--- src/design/angle_bias_kalman_filter_macros.svh ---
// ----------------------------------------------------------------------------
// angle bias kalman filter assertion macros
// shared concurrent assertion forms, removable with ASSERT_OFF
// ----------------------------------------------------------------------------
`ifndef ANGLE_BIAS_KALMAN_FILTER_MACROS_SVH
`define ANGLE_BIAS_KALMAN_FILTER_MACROS_SVH

`ifndef ASSERT_OFF
`define ABKF_ASSERT(lbl, clk, rstn, prop) \
    lbl: assert property (@(posedge clk) disable iff (!rstn) (prop)) \
        else $error("abkf assertion failed");
`define ABKF_ASSERT_NEXT(lbl, clk, rstn, ante, cons) \
    lbl: assert property (@(posedge clk) disable iff (!rstn) (ante) |=> (cons)) \
        else $error("abkf assertion failed");
`else
`define ABKF_ASSERT(lbl, clk, rstn, prop)
`define ABKF_ASSERT_NEXT(lbl, clk, rstn, ante, cons)
`endif

`endif

--- src/design/abkf_pkg.sv ---
`timescale 1ns / 1ps
// ----------------------------------------------------------------------------
// abkf package
// operation codes, command and status types, constants and saturation
// ----------------------------------------------------------------------------
package abkf_pkg;

    typedef enum logic [3:0] {
        OP_ANGLE_PRED,
        OP_P00,
        OP_P_CROSS,
        OP_GAIN_K0,
        OP_GAIN_K1,
        OP_ANGLE_CORR,
        OP_BIAS_CORR,
        OP_C00,
        OP_C01,
        OP_C10,
        OP_C11
    } op_t;

    typedef struct packed {
        logic load;
        logic mul;
        logic wb;
        logic div_start;
        logic commit;
        op_t  op;
    } dp_cmd_t;

    typedef struct packed {
        logic div_busy;
    } dp_sts_t;

    localparam logic [1:0] CFG_ANGLE_NOISE   = 2'd0;
    localparam logic [1:0] CFG_BIAS_NOISE    = 2'd1;
    localparam logic [1:0] CFG_MEASURE_NOISE = 2'd2;

    localparam logic [24:0] ANGLE_NOISE_RST   = 25'd16777;
    localparam logic [24:0] BIAS_NOISE_RST    = 25'd50332;
    localparam logic [27:0] MEASURE_NOISE_RST = 28'd8388608;

    localparam logic signed [31:0] ONE_Q24_S  = 32'sd16777216;
    localparam logic [24:0]        GAIN_ONE   = 25'd16777216;
    localparam logic signed [58:0] ROUND_HALF = 59'sd8388608;
    localparam logic [4:0]         DIV_STEPS  = 5'd24;

    function automatic logic signed [31:0] sat32(input logic signed [37:0] v);
        logic signed [31:0] r;
        if (v > 38'sd2147483647) begin
            r = 32'sh7fffffff;
        end else if (v < -38'sd2147483648) begin
            r = 32'sh80000000;
        end else begin
            r = v[31:0];
        end
        return r;
    endfunction

endpackage

--- src/design/abkf_controller.sv ---
`timescale 1ns / 1ps
// ----------------------------------------------------------------------------
// abkf controller
// sequences the predict, gain and correct operations of one sample
// ----------------------------------------------------------------------------
module abkf_controller (
    input  logic              aclk,
    input  logic              aresetn,
    input  logic              s_valid,
    output logic              s_ready,
    output logic              m_valid,
    input  logic              m_ready,
    output abkf_pkg::dp_cmd_t cmd,
    input  abkf_pkg::dp_sts_t sts
);

    typedef enum logic [2:0] {
        ST_IDLE,
        ST_MUL,
        ST_WB,
        ST_DIV_START,
        ST_DIV_WAIT,
        ST_OUT
    } state_t;

    state_t          state_reg;
    abkf_pkg::op_t   op_reg;
    logic            m_valid_reg;
    abkf_pkg::op_t   op_succ;
    logic            succ_is_div;

    always_comb begin
        unique case (op_reg)
            abkf_pkg::OP_ANGLE_PRED: op_succ = abkf_pkg::OP_P00;
            abkf_pkg::OP_P00:        op_succ = abkf_pkg::OP_P_CROSS;
            abkf_pkg::OP_P_CROSS:    op_succ = abkf_pkg::OP_GAIN_K0;
            abkf_pkg::OP_GAIN_K0:    op_succ = abkf_pkg::OP_GAIN_K1;
            abkf_pkg::OP_GAIN_K1:    op_succ = abkf_pkg::OP_ANGLE_CORR;
            abkf_pkg::OP_ANGLE_CORR: op_succ = abkf_pkg::OP_BIAS_CORR;
            abkf_pkg::OP_BIAS_CORR:  op_succ = abkf_pkg::OP_C00;
            abkf_pkg::OP_C00:        op_succ = abkf_pkg::OP_C01;
            abkf_pkg::OP_C01:        op_succ = abkf_pkg::OP_C10;
            abkf_pkg::OP_C10:        op_succ = abkf_pkg::OP_C11;
            default:                 op_succ = abkf_pkg::OP_ANGLE_PRED;
        endcase
    end

    assign succ_is_div = (op_succ == abkf_pkg::OP_GAIN_K0)
                      || (op_succ == abkf_pkg::OP_GAIN_K1);

    assign s_ready = (state_reg == ST_IDLE);
    assign m_valid = m_valid_reg;

    always_comb begin
        cmd.op        = op_reg;
        cmd.load      = (state_reg == ST_IDLE) && s_valid;
        cmd.mul       = (state_reg == ST_MUL);
        cmd.wb        = (state_reg == ST_WB);
        cmd.div_start = (state_reg == ST_DIV_START);
        cmd.commit    = (state_reg == ST_OUT) && (!m_valid_reg || m_ready);
    end

    always_ff @(posedge aclk) begin
        if (!aresetn) begin
            state_reg   <= ST_IDLE;
            op_reg      <= abkf_pkg::OP_ANGLE_PRED;
            m_valid_reg <= 1'b0;
        end else begin
            if (cmd.commit) begin
                m_valid_reg <= 1'b1;
            end else if (m_ready) begin
                m_valid_reg <= 1'b0;
            end
            unique case (state_reg)
                ST_IDLE: begin
                    if (s_valid) begin
                        op_reg    <= abkf_pkg::OP_ANGLE_PRED;
                        state_reg <= ST_MUL;
                    end
                end
                ST_MUL: state_reg <= ST_WB;
                ST_WB, ST_DIV_WAIT: begin
                    if (!(state_reg == ST_DIV_WAIT && sts.div_busy)) begin
                        if (op_reg == abkf_pkg::OP_C11) begin
                            state_reg <= ST_OUT;
                        end else begin
                            op_reg    <= op_succ;
                            state_reg <= succ_is_div ? ST_DIV_START : ST_MUL;
                        end
                    end
                end
                ST_DIV_START: state_reg <= ST_DIV_WAIT;
                ST_OUT: begin
                    if (cmd.commit) begin
                        state_reg <= ST_IDLE;
                    end
                end
                default: state_reg <= ST_IDLE;
            endcase
        end
    end

endmodule

--- config.mk ---
export PLATFORM = sky130hd
export DESIGN_NAME = abkf_controller
export DESIGN_NICKNAME = d
export VERILOG_FILES = /design/src/design/angle_bias_kalman_filter_macros.svh /design/src/design/abkf_pkg.sv /design/src/design/abkf_controller.sv
export SDC_FILE = /design/constraint.sdc
export NUM_CORES = 1
export LEC_CHECK = 0
export BUFFER_PORTS_ARGS = -buffer_cell sky130_fd_sc_hd__buf_2
export CAP_MARGIN = 15
export CORE_MARGIN = 1
export CORE_UTILIZATION = 40
export CTS_CLUSTER_DIAMETER = 60
export DETAILED_ROUTE_END_ITERATION = 12
export PLACE_DENSITY = 0.59
export SLEW_MARGIN = 20
export SYNTH_ARGS = -nofsm -noshare
export SYNTH_HDL_FRONTEND = slang
export SYNTH_SLANG_ARGS = --single-unit
--- constraint.sdc ---
create_clock -name aclk -period 2.4 [get_ports aclk]
set_clock_uncertainty 0.2 [all_clocks]
set_input_delay 0.48 -clock aclk [delete_from_list [all_inputs] [get_ports aclk]]
set_output_delay 0.48 -clock aclk [all_outputs]
set_load 0.1 [all_outputs]
==> results of run 1 <==
[where the power goes]
group	switching (W)	internal, W	total (W)
Combinational	0.0000725	0.0000312	0.000104
Sequential	0.00000541	0.000202	0.000208
Clock	0.0000608	0.0000580	0.000119
Total	0.000139	0.000291	0.000430
[layout make-up]
cell class / count / area, um2 / share of cell area, %
sequential: 12 / 245 / 25.0
multi-input combinational: 62 / 483 / 49.2
inverter: 5 / 18.8 / 1.91
clock buffer: 3 / 22.5 / 2.30
tap: 25 / 31.3 / 3.19
timing repair buffer: 21 / 180 / 18.4
[cell usage in the layout, fill, tap and decap left out, types with 2 or more instances in the layout]
cell,n
inv_1,5
o21ai_0,3
buf_2,11
buf_12,4
buf_4,6
nor2_2,2
nor3b_1,2
nand2_1,8
a211oi_1,2
and2_1,3
dfxtp_1,8
a21oi_1,3
nor3_4,2
nor2_1,7
dfxtp_2,4
clkbuf_4,3
nor3_1,2
[kinds of logic after synthesis]
| group | count (synthesis) |
|---|---|
| flops | 12 |
| fa+ha+maj | 1 |
| buf+inv | 9 |
| mux | 1 |
| simple gates | 37 |
| xor+xnor | 1 |
| compound gates | 22 |
[per-layer routing]
metal  part of all wire, %  up-vias
met2                    51        8
met1                    45      309
met5                     0        -
met3                   2.3        4
met4                   1.8        0
li1                      -      337
[per-stage QoR]
stage / hold WS (ps) / TNS (ps) / power (W)
final: 345 / 0 / 0.000430
after global routing: 361 / 0 / 0.000452
after CTS: 343 / 0 / 0.000435
after detailed placement: 361 / 0 / 0.000316
after global placement: 356 / 0 / 0.000315
after floorplan: 365 / -236 / 0.000292
[worst paths after layout]
path	end	slack (ps)	depth (start not counted)
max	cmd[8]	100	4
min	state_reg[0]	350	2
max reg2reg	op_succ[1]	150	8
min reg2reg	m_valid	360	2
==> impl_metrics.toml, run 1 <==
[power_and_ir_drop]
ir_worst_vdd_v = 0.000328
pwr_density_cell_mw_per_mm2 = 438
p_leak_nw = 0.409

[logic_synthesis]
synth_cell_types = 40
yosys.area_share.simple_pct = 29.9
synth-adder-area-share_pct = 1.70
syn_area_per_cell_um2 = 8.88
synth-xor-area-share_pct = 1.19
syn_area_um2 = 737
yosysMostFrequentCell = "dfxtp_1"
yosysWarnings = 0
synth_commonest_cells = "dfxtp_1, nor2_1, nand2_1"
syn-instance-count = 83
synth-compound-area-share_pct = 26.5
synth.area.top_cells = "dfxtp_1, nor2_1, nand2_1"
ys_seq_area_share_pct = 32.6
synth.top_cell.area_share_pct = 32.6
synth_edf_count = 0
synth.mux.area_fraction_pct = 1.36
ys_seq_elements = 12
yosys.area.top_type = "dfxtp_1"
synth_top_family_by_area = "simple AND/OR/NAND/NOR gates"
synthArstFlopShare_pct = 0
ys.flop_type = "dfxtp_1"
synth_nets = 89

[cells_and_area]
nets = 111
post-route-cell-area_um2 = 981
nFillCells = 186
n_antenna_cell = 0
post-route-util_pct = 56.8
instances_no_fill = 128
area_growth_pct = 33.1
drive_gt1_share_pct = 41.7

[clocking]
htree_levels = 1
post_cts_buffers = 0
cts_buffers = 3
cts_tree = "yes"
ctsHoldBuffers = 0
clock_latency_ps = 270
ctsResizeCount = 0
clk_path_buf_depth = 2
cts_root_buf = "clkbuf_4"
path_clk_slew_ps = 70
numClockSinks = 12

[sta]
worstMarginPinSlew_ps = 569
final_hold_viol_count = 0
slew_viol_final = 0
max_freq_ghz = 0.435
final-setup-viol-count = 0
min_period_ps = 2300
setup_ws_ps = 99.8
rsz0062_at_grt = "no"
fin_crit_sh_pct = 95.8
slew_headroom_pct = 61.5

[grt]
grt_pass1_vias = 598
grt_pass1_wl_mm = 2.61
grt.met3_usage_pct = 2.40
grt_usage_pct = 18.2
grt_use_met2_pct = 30.4
busiest_layer = "met2"
antenna_found_initial = 0
grt_util_met1_pct = 22.2
grt_max_degree = 12
overflow = 0

[worst_setup_path]
crit_type = "register to output pin"
cp.required_ps = 1720
critPathTopFamily = "buffers and inverters"
critical-path-max-stage-delay_ps = 420
critPathCaptureType = "output pin"
r2r-start = "state_reg[1]"
critPathLaunchType = "register"
cp.arrival_ps = 1620
crit_fanout = 8
crit_path_cell_trace = "buf_4 > nor3_4 > and2_2 > buf_2"
critical_path.startpoint = "state_reg[1]"
cp_num_buf_inv = 2
cp_slowest_cell = "buf_2"

[route]
viasPerCell = 5.14
drt_iter0_markers = 11
wire_per_inst_um = 12.3
drc_errors = 0
vias = 658
dr.pass1.iters = 2
drt_wl_total_mm = 1.58
detail-route-antenna-nets = 0

[place]
port-buffer-count = 15
dp.cells = 125
dp_hpwl_mm = 1.25
place_ws_ps = 105
place_area_um2 = 958
routabilityCongestion = 0.713

[min_path]
hp-start = "aresetn"
hold_path_class = "primary input to register"

[die]
coreArea_mm2 = 0.00173
rows = 15
die_h_um = 44.9
io_pins = 16
die_area_mm2 = 0.00202
start_util_pct = 42.7
die_w_um = 44.9

[run_status]
status = "finished, final reports clean"

[flow_run]
maxCapViolCount = 0
Power figures use the tool's default switching activity.
==> run 2: changes to the inputs <==
--- a/config.mk
+++ b/config.mk
@@ -5,13 +5,15 @@
 export SDC_FILE = /design/constraint.sdc
 export NUM_CORES = 1
 export LEC_CHECK = 0
-export BUFFER_PORTS_ARGS = -buffer_cell sky130_fd_sc_hd__buf_2
 export CAP_MARGIN = 15
+export CELL_PAD_IN_SITES_DETAIL_PLACEMENT = 0
+export CELL_PAD_IN_SITES_GLOBAL_PLACEMENT = 1
 export CORE_MARGIN = 1
 export CORE_UTILIZATION = 40
 export CTS_CLUSTER_DIAMETER = 60
 export DETAILED_ROUTE_END_ITERATION = 12
-export PLACE_DENSITY = 0.59
+export DONT_BUFFER_PORTS = 1
+export PLACE_DENSITY = 0.66
 export SLEW_MARGIN = 20
 export SYNTH_ARGS = -nofsm -noshare
 export SYNTH_HDL_FRONTEND = slang
==> impl_metrics.toml, run 2 (synthesized netlist as in run 1, its figures left out) <==
[route]
detail-route-antenna-nets = 0
vias = 647
wire_per_inst_um = 12.8
viasPerCell = 5.13
drt_wl_total_mm = 1.61
drc_errors = 0
dr.pass1.iters = 4
drt_iter0_markers = 14

[clocking]
cts_buffers = 3
ctsResizeCount = 0
htree_levels = 1
post_cts_buffers = 0
clock_latency_ps = 270
cts_root_buf = "clkbuf_4"
clk_path_buf_depth = 2
ctsHoldBuffers = 0
numClockSinks = 12
cts_tree = "yes"
path_clk_slew_ps = 80

[sta]
final-setup-viol-count = 0
slew_headroom_pct = 66.0
max_freq_ghz = 0.454
slew_viol_final = 0
rsz0062_at_grt = "no"
setup_ws_ps = 197
worstMarginPinSlew_ps = 503
min_period_ps = 2200
final_hold_viol_count = 0
fin_crit_sh_pct = 91.8
fin_setup_tns_ps = 0

[place]
place_ws_ps = 222
port-buffer-count = 0
routabilityCongestion = 0.772
dp_hpwl_mm = 1.33

[cells_and_area]
post-route-util_pct = 58.6
nFillCells = 170
n_antenna_cell = 0
final_common_cell = "buf_4"
register_area_um2 = 245
drive_gt1_share_pct = 40.6
multi_input_area_um2 = 483
area_growth_pct = 37.4
final_cell_mix = "buf_4, nand2_1, dfxtp_1"
nets = 108

[worst_setup_path]
crit_fanout = 8
r2r-start = "state_reg[1]"
r2r_end = "op_succ[1]"
reg2reg_slack_ps = 200
worstRegToRegCells = 8
critPathCaptureType = "register"
cp.required_ps = 2360
critical_path.startpoint = "state_reg[1]"
cp.arrival_ps = 2160
critPathLaunchType = "register"
crit_type = "register to register"
cp-endpoint = "op_succ[1]"

[power_and_ir_drop]
power_frac_clock_pct = 34.0
p_leak_nw = 0.411
ir_worst_vdd_v = 0.000307
power_switching_share_pct = 30.4
net-switching-power_w = 0.000145
p_int_w = 0.000331
p_seq_share_pct = 43.4
pwr_density_cell_mw_per_mm2 = 470
p_comb_share_pct = 22.6

[grt]
grt_max_degree = 12
grt_usage_pct = 18.3
antenna_found_initial = 0
overflow = 0
grt_pass1_wl_mm = 2.67
grt_pass1_vias = 620

[flow_run]
maxCapViolCount = 0

[die]
coreArea_mm2 = 0.00173
die_area_mm2 = 0.00202
die_w_um = 44.9
io_pins = 16
start_util_pct = 42.7
rows = 15
die_h_um = 44.9

[run_status]
status = "finished, final reports clean"

[min_path]
hold_path_class = "primary input to register"
run 2: cell type report:
type                       count  area share, %
clock buffer                   4           3.58
inverter                       5           1.85
multi-input combinational     62           47.7
sequential                    12           24.2
tap                           25           3.09
timing repair buffer          18           19.5
run 2: metal layers:
layer | routed length, um | up-vias | global-route usage, %
met5 | 0 | - | 0
met4 | 10 | 0 | 5.45
met3 | 43 | 2 | 3.60
met2 | 891 | 9 | 33.3
met1 | 666 | 305 | 21.3
li1 | - | 331 | -
run 2: power groups by stage:
stage | sequential (W) | clock [W] | combinational [W]
2_1_floorplan | 0.000213 | 0 | 0.0000785
3_3_place_gp | 0.000211 | 0 | 0.000107
3_5_place_dp | 0.000212 | 0 | 0.000107
4_1_cts | 0.000207 | 0.000167 | 0.000107
5_1_grt | 0.000207 | 0.000180 | 0.000112
6_report | 0.000206 | 0.000162 | 0.000107
run 2: how the worst min path moves through the flow:
stage               startpoint      endpoint  slack, ps  cells past startpoint
finish                 aresetn  state_reg[0]        130                      1
global route           aresetn  state_reg[0]        100                      1
CTS                    aresetn  state_reg[0]        120                      1
detailed placement     m_valid       m_valid        370                      2
global placement       m_valid       m_valid        360                      2
floorplan           op_succ[3]     op_reg[3]        360                      2
run 2: through the flow:
step           total power, W  hold slack [ps]  cell area (um2)  instances
2_1_floorplan        0.000292              365              779         83
3_3_place_gp         0.000318              358              976        122
3_5_place_dp         0.000319              373              976        122
4_1_cts              0.000481              119             1010        126
5_1_grt              0.000499              102             1010        126
6_report             0.000475              126             1010        126
run 2: worst max-delay path: stages, from the launching register on:
cell	delay (ps)
dfxtp_1	480
or2b_1	350
a211oi_4	290
a221o_2	210
and2_1	140
inv_1	40
ha_1	260
nand2_1	50
o21ai_0	60
